--- src/sv/smpq_pkg.sv ---
// ----------------------------------------------------------------------------
// Stable min priority queue package
// Shared widths, codes and word types for the sorted cell chain.
// ----------------------------------------------------------------------------
`default_nettype none

package smpq_pkg;

  localparam int unsigned DEPTH = 16;
  localparam int unsigned IDX_W = (DEPTH > 1) ? $clog2(DEPTH) : 1;
  localparam int unsigned CNT_W = $clog2(DEPTH + 1);
  localparam int unsigned OCC_W = 5;

  localparam logic       REQ_INSERT  = 1'b0;
  localparam logic       REQ_REMOVE  = 1'b1;

  localparam logic [1:0] ST_INSERTED = 2'd0;
  localparam logic [1:0] ST_REMOVED  = 2'd1;
  localparam logic [1:0] ST_EMPTY    = 2'd2;
  localparam logic [1:0] ST_FULL     = 2'd3;

  typedef struct packed {
    logic               req_type;
    logic signed [31:0] item_value;
    logic signed [15:0] item_priority;
  } req_t;

  typedef struct packed {
    logic [1:0]         status;
    logic signed [31:0] out_value;
    logic signed [15:0] out_priority;
    logic [OCC_W-1:0]   occupancy;
  } rsp_t;

  typedef struct packed {
    logic signed [31:0] value;
    logic signed [15:0] prio;
  } entry_t;

  typedef struct packed {
    logic   insert;
    logic   remove;
    entry_t item;
  } cell_ctrl_t;

  // The reported occupancy is the entry count masked to its low bits.
  function automatic logic [OCC_W-1:0] occ_of(input logic [CNT_W-1:0] cnt);
    logic [31:0] ext;
    ext = 32'(cnt);
    return ext[OCC_W-1:0];
  endfunction

endpackage

`default_nettype wire

--- src/sv/stable_min_priority_queue_core.sv ---
// ----------------------------------------------------------------------------
// Stable min priority queue core
// Sorted chain of DEPTH cells; lower priority first, equal priorities in order.
// ----------------------------------------------------------------------------
// The result word is registered and appears in the cycle after the request word is taken.
// Throughput: one request word per cycle; busy stays low, since every cell
// compares and shifts in the same cycle.
// Reset clears the entry count and the result strobe; the cells hold no
// reset value and are only read below the count.
`default_nettype none

module stable_min_priority_queue_core
  import smpq_pkg::*;
(
  input  wire logic clk_i,
  input  wire logic rst_ni,
  input  wire logic start,
  output logic      busy,
  input  wire req_t req_i,
  output logic      result_valid_o,
  output rsp_t      rsp_o
);

  logic [CNT_W-1:0] count_q, count_d;
  logic             valid_q;
  rsp_t             rsp_q, rsp_d;
  logic             full, empty, do_ins, do_rem, is_ins, is_rem;
  cell_ctrl_t       ctrl;
  logic             keep [DEPTH];
  entry_t           entries [DEPTH];

  assign busy   = 1'b0;
  assign is_ins = start && (req_i.req_type == REQ_INSERT);
  assign is_rem = start && (req_i.req_type == REQ_REMOVE);
  assign full   = count_q == CNT_W'(DEPTH);
  assign empty  = count_q == '0;
  assign do_ins = is_ins && !full;
  assign do_rem = is_rem && !empty;

  assign ctrl.insert         = do_ins;
  assign ctrl.remove         = do_rem;
  assign ctrl.item.value     = req_i.item_value;
  assign ctrl.item.prio      = req_i.item_priority;

  for (genvar i = 0; i < DEPTH; i++) begin : g_cell
    smpq_cell u_cell (
      .clk_i        (clk_i),
      .rst_ni       (rst_ni),
      .ctrl_i       (ctrl),
      .idx_i        (IDX_W'(i)),
      .count_i      (count_q),
      .left_keep_i  ((i == 0) ? 1'b1 : keep[(i == 0) ? 0 : i - 1]),
      .left_entry_i (entries[(i == 0) ? 0 : i - 1]),
      .right_entry_i(entries[(i == DEPTH - 1) ? i : i + 1]),
      .keep_o       (keep[i]),
      .entry_o      (entries[i])
    );
  end

  always_comb begin
    count_d = count_q;
    rsp_d   = '0;
    if (do_ins) begin
      count_d = count_q + 1'b1;
    end else if (do_rem) begin
      count_d = count_q - 1'b1;
    end
    priority if (do_ins) begin
      rsp_d.status = ST_INSERTED;
    end else if (do_rem) begin
      rsp_d.status       = ST_REMOVED;
      rsp_d.out_value    = entries[0].value;
      rsp_d.out_priority = entries[0].prio;
    end else if (is_rem) begin
      rsp_d.status = ST_EMPTY;
    end else begin
      rsp_d.status = ST_FULL;
    end
    rsp_d.occupancy = occ_of(count_d);
  end

  always_ff @(posedge clk_i or negedge rst_ni) begin
    if (!rst_ni) begin
      count_q <= '0;
      valid_q <= 1'b0;
    end else begin
      count_q <= count_d;
      valid_q <= start;
    end
  end

  always_ff @(posedge clk_i) begin
    rsp_q <= rsp_d;
  end

  assign result_valid_o = valid_q;
  assign rsp_o          = rsp_q;

  assert property (@(posedge clk_i) disable iff (!rst_ni)
    start |=> result_valid_o)
    else $error("Accepted word produced no result word.");

  assert property (@(posedge clk_i) disable iff (!rst_ni)
    count_q <= CNT_W'(DEPTH))
    else $error("Entry count exceeds the queue depth.");

  assert property (@(posedge clk_i) disable iff (!rst_ni)
    do_rem |=> rsp_q.status == ST_REMOVED && count_q + 1'b1 == $past(count_q))
    else $error("Removal did not report or decrement correctly.");

  assert property (@(posedge clk_i) disable iff (!rst_ni)
    count_q >= CNT_W'(2) |-> entries[0].prio <= entries[1].prio)
    else $error("Head entries are out of priority order.");

endmodule

`default_nettype wire

--- src/sv/smpq_cell.sv ---
// ----------------------------------------------------------------------------
// Stable min priority queue cell
// Holds one entry of the sorted chain and shifts it toward either neighbor.
// ----------------------------------------------------------------------------
`default_nettype none

module smpq_cell
  import smpq_pkg::*;
(
  input  wire logic             clk_i,
  input  wire logic             rst_ni,
  input  wire cell_ctrl_t       ctrl_i,
  input  wire logic [IDX_W-1:0] idx_i,
  input  wire logic [CNT_W-1:0] count_i,
  input  wire logic             left_keep_i,
  input  wire entry_t           left_entry_i,
  input  wire entry_t           right_entry_i,
  output logic                  keep_o,
  output entry_t                entry_o
);

  entry_t entry_q, entry_d;
  logic   occupied;

  assign occupied = CNT_W'(idx_i) < count_i;
  assign keep_o   = occupied && (entry_q.prio <= ctrl_i.item.prio);
  assign entry_o  = entry_q;

  // An insert keeps entries that go before the new one, places the new one in
  // the first cell that does not keep, and moves the rest one cell down.
  always_comb begin
    entry_d = entry_q;
    if (ctrl_i.insert) begin
      if (!keep_o) begin
        entry_d = left_keep_i ? ctrl_i.item : left_entry_i;
      end
    end else if (ctrl_i.remove) begin
      entry_d = right_entry_i;
    end
  end

  always_ff @(posedge clk_i) begin
    entry_q <= entry_d;
  end

  assert property (@(posedge clk_i) disable iff (!rst_ni)
    ctrl_i.insert && !keep_o && left_keep_i |=> entry_q == $past(ctrl_i.item))
    else $error("Cell did not take the new entry at its sorted place.");

  assert property (@(posedge clk_i) disable iff (!rst_ni)
    !ctrl_i.insert && !ctrl_i.remove |=> $stable(entry_q))
    else $error("Cell entry changed without a queue operation.");

  assert property (@(posedge clk_i) disable iff (!rst_ni)
    ctrl_i.insert && ctrl_i.remove |-> 1'b0)
    else $error("Cell saw insert and remove together.");

endmodule

`default_nettype wire
--- config.mk ---
export PLATFORM = sky130hd
export DESIGN_NAME = stable_min_priority_queue_core
export DESIGN_NICKNAME = d
export VERILOG_FILES = /design/src/sv/smpq_pkg.sv /design/src/sv/stable_min_priority_queue_core.sv /design/src/sv/smpq_cell.sv
export SDC_FILE = /design/constraint.sdc
export NUM_CORES = 2
export LEC_CHECK = 0
export ABC_CLOCK_PERIOD_IN_PS = 5900
export BUFFER_PORTS_ARGS = -buffer_cell sky130_fd_sc_hd__buf_2
export CAP_MARGIN = 40
export CORE_UTILIZATION = 40
export DETAILED_ROUTE_END_ITERATION = 10
export MAX_ROUTING_LAYER = met4
export PLACE_DENSITY_LB_ADDON = 0.25
export SKIP_CTS_REPAIR_TIMING = 1
export SLEW_MARGIN = 30
export SYNTH_ARGS = -nofsm -noshare
export SYNTH_HDL_FRONTEND = slang
export SYNTH_SLANG_ARGS = --single-unit
--- constraint.sdc ---
create_clock -name clk_i -period 5.9 [get_ports clk_i]
set_clock_uncertainty 0.15 [all_clocks]
set_input_delay 0.295 -clock clk_i [delete_from_list [all_inputs] [get_ports clk_i]]
set_output_delay 0.295 -clock clk_i [all_outputs]
set_load 0.005 [all_outputs]
# Word-level counts from Yosys, hierarchy flattened

Index checks and enable logic that the tools add are counted.

Bits in registers: 829
Output and inout port bits: 57
Word-level logic and storage cells: 198

Add/subtract/negate cells: 2
$lt $le $gt $ge: 32
Equal/unequal tests: 16
Multiplexer cells: 64
Bitwise operators: 3
Reduce and logical (&&, ||, !) cells: 42

Operators by type and width:

| kind                                                                 | number |
|---|---|
| 48-bit 2-to-1 mux                                                    | 60 |
| 16-bit less-or-equal comparator                                      | 16 |
| 4-bit by 5-bit < comparator with 1-bit output (first input constant) | 8 |
| 2-bit AND reduction                                                  | 16 |
| 2-bit != test (second input constant)                                | 15 |
| 1-bit logical AND                                                    | 20 |
| 3-bit by 5-bit < comparator with 1-bit output (first input constant) | 4 |
| 1-bit by 5-bit < comparator with 1-bit output (first input constant) | 2 |
| 2-bit by 5-bit < comparator with 1-bit output (first input constant) | 2 |
| 5-bit 2-to-1 mux                                                     | 2 |
| 5-bit by 1-bit adder with 5-bit output (second input constant)       | 1 |
| 5-bit == test (second input constant)                                | 1 |
| 5-bit zero test                                                      | 1 |
| 5-bit by 1-bit subtractor with 5-bit output (second input constant)  | 1 |
| 2-bit OR reduction                                                   | 2 |
| 1-bit NOT                                                            | 3 |
| 1-bit zero test                                                      | 2 |
| 1-bit 2-to-1 mux                                                     | 2 |
| 2-bit nonzero test                                                   | 1 |

# Longest topological paths before layout

Word-level depth: 5
Mapped depth: 13
Mapped depth without buffers: 9

# By module

Synthesis repeated with hierarchy kept, for this count alone.

Cells, all modules: 4702
Area total of the unflattened synthesis: 49307.3 µm²

Modules (own cells, without submodules):

| module                           | instances | cells an instance | area an instance (µm²) | sequential area each (µm²) |
|---|---|---|---|---|
| smpq_cell (g_cell[0].u_cell ...) | 9         | 280               | 2931.6                 | 1441.4 |
| smpq_cell (g_cell[4].u_cell ...) | 6         | 291               | 3021.6                 | 1441.4 |
| smpq_cell (g_cell[3].u_cell)     | 1         | 291               | 3004.1                 | 1441.4 |
| stable_min_priority_queue_core   | 1         | 145               | 1789.2                 | 1251.2 |

# Least setup slack after synthesis

OpenSTA, ideal clock, no wires.

Kind: input -> register
Start: input port req_i[15] in the netlist's numbering
End: register g_cell[8].u_cell.entry_q (netlist bit g_cell[8].u_cell.entry_o[0]), enable pin
Setup time: 0.520 ns
Data arrival time: 5.863 ns
Data required time: 5.230 ns
Slack: -0.633 ns
Stages: 10
Path buffers: 2
Path through: clkbuf_1 -> inv_1 -> ha_1 -> and3_1 -> nand4_1 -> o2111a_1 -> a2111oi_0 -> nor4_2 -> buf_4 -> o21ai_0

Cells in the longest elaborated chain, start to end: 4

Ends and longest elaborated chain:

| what                                 | RTL line                             | RTL |
|---|---|---|
| from (decl)                          | stable_min_priority_queue_core.sv:19 | `input wire req_t req_i,` |
| 16-bit less-or-equal comparator      | smpq_cell.sv:26                      | `assign keep_o = occupied && (entry_q.prio <= ctrl_i.item.prio);` |
| 1-bit logical AND                    | smpq_cell.sv:26                      |  |
| 2-bit != test (no source line)       | n/a                                  |  |
| 2-bit AND reduction (no source line) | n/a                                  |  |
| to (signal assigned)                 | smpq_cell.sv:43                      | `entry_q <= entry_d;` |
| to (decl)                            | smpq_cell.sv:22                      | `entry_t entry_q, entry_d;` |

Every way passes these cells.
A chain may end at the register's enable or synchronous reset.

# Worst setup path in the final report

Start: input port req_i[11] in the netlist's numbering
End: register g_cell[6].u_cell.entry_q (netlist bit g_cell[6].u_cell.entry_o[30]), enable pin

Cells in the longest elaborated chain, start to end: 4

Ends and longest elaborated chain:

| what                                 | RTL line |
|---|---|
| 16-bit less-or-equal comparator      | smpq_cell.sv:26 |
| 1-bit logical AND                    | smpq_cell.sv:26 |
| 2-bit != test (no source line)       | n/a |
| 2-bit AND reduction (no source line) | n/a |
| to (signal assigned)                 | smpq_cell.sv:43 |
| to (decl)                            | smpq_cell.sv:22 |

Every way passes these cells.

==> flow_summary_export.csv <==
group,metric,value,unit
power_and_ir_drop,leakagePower,20.4,nW
routing,drt-initial-drc-count,4130,
synthesis,synth_edf_count,768,
global_route,track_usage,25.6,%
synthesis,synthCells,4719,
cts,numCtsBuffers,95,
final_layout,area_delta_synth_final,11.6,%
critical_path,worst_path_max_delay_cell,"or4_1",
final_layout,multi_input_area,21700,um2
routing,drc,0,
critical_path,path_class,"in2reg",
die,die_h,348,um
power_and_ir_drop,combPwrFrac,34.9,%
power_and_ir_drop,power_density,440,nW/um2
synthesis,avgSynthCellArea,10.1,um2
critical_path,reg2reg_to,"g_cell[14].u_cell.entry_o[15]",
cts,clock_latency,0.69,ns
critical_path,cp_common_cell,"buf_4",
routing,drt_wl_total,154000,um
critical_path,cp-start-kind,"input pin",
run,max_cap_violations,0,
cts,cts.sink_count,829,
critical_path,end_kind,"flip-flop",
die,rows,126,
cts,cts_root_buffer,"clkbuf_16",
final_layout,most-common-layout-cells,"nand2_1 (837), edfxtp_1 (768), a21oi_1 (458)",
critical_path,reg2reg_depth,9,
sta,rsz0062_at_grt,"false",
synthesis,yosysUniqueCellTypes,71,
global_route,first_global_vias,35600,
synthesis,ys_seq_area_share,50.9,%
routing,drt_pass1_iterations,5,
sta,slew_violations,0,
critical_path,cp.arrival,4.61,ns
place,port_buffers,107,
cts,cts_tree,"yes",
critical_path,crit_chain,"dlygate4sd3_1, buf_2, inv_1, buf_4, ha_1, nand3_1, or4_1, a21oi_1, a2111oi_0, clkdlybuf4s25_1, o21ai_4, nand2_1, nand2_2, buf_4",
synthesis,syn_area,47800,um2
hold_path,hold_end,"g_cell[11].u_cell.entry_o[1]",
critical_path,crit_fanout,15,
place,gp_congestion,0.966,
critical_path,regToRegStartpoint,"count_q[1]",
hold_path,min_from,"req_i[1]",
sta,period_needed,4.42,ns
sta,fin_crit_sh,74.8,%
sta,worst_pin_slew,1.05,ns
die,die_area,121000,um2
die,fp.coreArea,118000,um2
critical_path,slowest_delay,0.66,ns
power_and_ir_drop,totalPowerFinal,23.4,mW
critical_path,r2r_setup_slack,1.88,ns
sta,relSlewSlack,30.3,%
routing,via_per_inst,6.03,
hold_path,hold_path_depth,3,
final_layout,drive_gt1_share,9.45,%
final_layout,regArea,24300,um2
synthesis,yosysTopAreaCell,"edfxtp_1",
power_and_ir_drop,p_int,14.7,mW
global_route,grt-ovfl-total,0,
synthesis,dominantRegCellSynth,"edfxtp_1",
critical_path,timing.critical_path.buf_inv,6,
place,dpl.hpwl,98100,um
final_layout,final_common_cell,"nand2_1",
sta,setup_violations,0,
routing,vias,37700,
final_layout,fillers,11200,
critical_path,cp_top_family,"buffers and inverters",
synthesis,syn_nets,5030,
die,die_x,348,um
run_status,outcome,"finished with violations",
global_route,grt_first_pass_wirelength,231000,um
cts,cts.path.max_buffers,3,
power_and_ir_drop,clockPowerShare,25.8,%
power_and_ir_drop,power.switching,8.76,mW
hold_path,hold_path_class,"in2reg",
synthesis,synth_warnings,0,
synthesis,yosysTopAreaCellShare,48.3,%
final_layout,fin_nets,4936,
power_and_ir_drop,power_frac_seq,39.3,%
synthesis,synth_area_leaders,"edfxtp_1 (48%), mux2i_1 (8.0%), ha_1 (6.8%), nand2_1 (6.6%), a21oi_1 (4.8%)",
cts,htree_levels,3,
critical_path,crit_required,6.10,ns
routing,wl_per_cell,24.7,um
routing,antenna_left,0,
sta,hold_violations,8,
global_route,grt_max_degree,219,
die,initial_utilization,40.4,%
power_and_ir_drop,irDropWorstVdd,320,uV
sta,fmax,0.226,GHz
sta,timing.hold.ws,-0.0124,ns
cts,clk_pin_slew,0.06,ns
power_and_ir_drop,switching_share,37.4,%
die,io_pins,109,
synthesis,async_reset_ff_share,0.724,%
global_route,antenna_found_initial,6,
sta,tns,0,ns
synthesis,ys_seq_elements,829,
run_status,violations,"hold timing",
-- state kept, by name (all words and copies together) (netlist names) --
signal                 cells
g_cell.u_cell.entry_o    768
rsp_o                     55
count_q                    5
result_valid_o             1
-- synthesized netlist by cell type, drive strengths merged (15+ instances only) --
cell type	instances
dfxtp	55
inv	46
o31ai	15
nand2	840
nor2	270
a31oi	53
nand3	33
a21oi	460
o22ai	51
nor2b	18
edfxtp	768
o211ai	109
and2	49
a21o	46
o21ai	408
clkbuf	323
nand4	142
buf	115
ha	259
o221a	95
mux2i	380
nand2b	54
-- worst min-delay path: stages --
cell	delay (ns)
buf_2	0.21
nand2_1	0.10
a21oi_1	0.06
-- worst max-delay path by stage --
stage                                startpoint                           end  slack [ns]  cells past startpoint
detailed placement                     req_i[5]  g_cell[9].u_cell.entry_o[35]        1.20                      9
CTS                 g_cell[9].u_cell.entry_o[1]  g_cell[9].u_cell.entry_o[18]        1.83                      9
global placement                       req_i[5]  g_cell[9].u_cell.entry_o[37]        1.35                      9
floorplan                             req_i[15]  g_cell[13].u_cell.entry_o[0]        0.52                     12
global route                           req_i[4]   g_cell[9].u_cell.entry_o[6]        1.41                     11
finish                                req_i[11]  g_cell[6].u_cell.entry_o[30]        1.48                     14
-- power groups by stage --
stage | sequential (mW) | combinational [mW] | clock [mW]
5_1_grt | 9.35 | 8.83 | 6.35
6_report | 9.21 | 8.19 | 6.04
4_1_cts | 9.21 | 7.99 | 6.15
3_3_place_gp | 9.30 | 7.78 | 0
3_5_place_dp | 9.30 | 7.97 | 0
2_1_floorplan | 8.96 | 5.55 | 0
-- final cells by class --
class	instances	share of cell area, %
diodes	3	0.0141
inverters	46	0.324
repair buffers	247	3.90
well taps	1536	3.61
multi-input cells	3406	40.7
flip-flops and latches	829	45.6
clock buffers	137	5.16
clock inverters	42	0.723
-- per-layer routing --
layer  track usage, %  vias up  share of wire [%]
li1                 -    17300                  -
met1             36.9    18500                 46
met2             37.5     1608                 44
met3             3.63      215                7.8
met4             6.76        0                2.4
met5                -        -                  0
-- cell families (layout without fill, tap and decap cells) --
group | count (synthesis) | after routing | synth area share [%]
simple gates | 1462 | 1462 | 13.3
compound gates | 1300 | 1300 | 16.6
flops | 829 | 829 | 50.9
buf+inv | 484 | 472 | 4.33
mux | 380 | 380 | 7.96
fa+ha+maj | 259 | 259 | 6.79
xor+xnor | 4 | 4 | 0.0733
other cells | 1 | 4 | 0.00785
-- through the flow --
| step | setup WS, ns | util (%) | area (um2) | instances | hold WS (ns) |
|---|---|---|---|---|---|
| floorplan | 0.516 | - | 47800 | 4719 | -0.151 |
| global placement | 1.35 | 42.0 | 49700 | 6030 | -0.0229 |
| detailed placement | 1.20 | 42.1 | 49800 | 6034 | -0.0188 |
| CTS | 1.83 | 44.7 | 52900 | 6213 | -0.751 |
| global route | 1.41 | 45.1 | 53300 | 6245 | 0.00158 |
| finish | 1.48 | 45.1 | 53300 | 6246 | -0.0124 |
No activity file was read; power rests on OpenSTA's default activity.
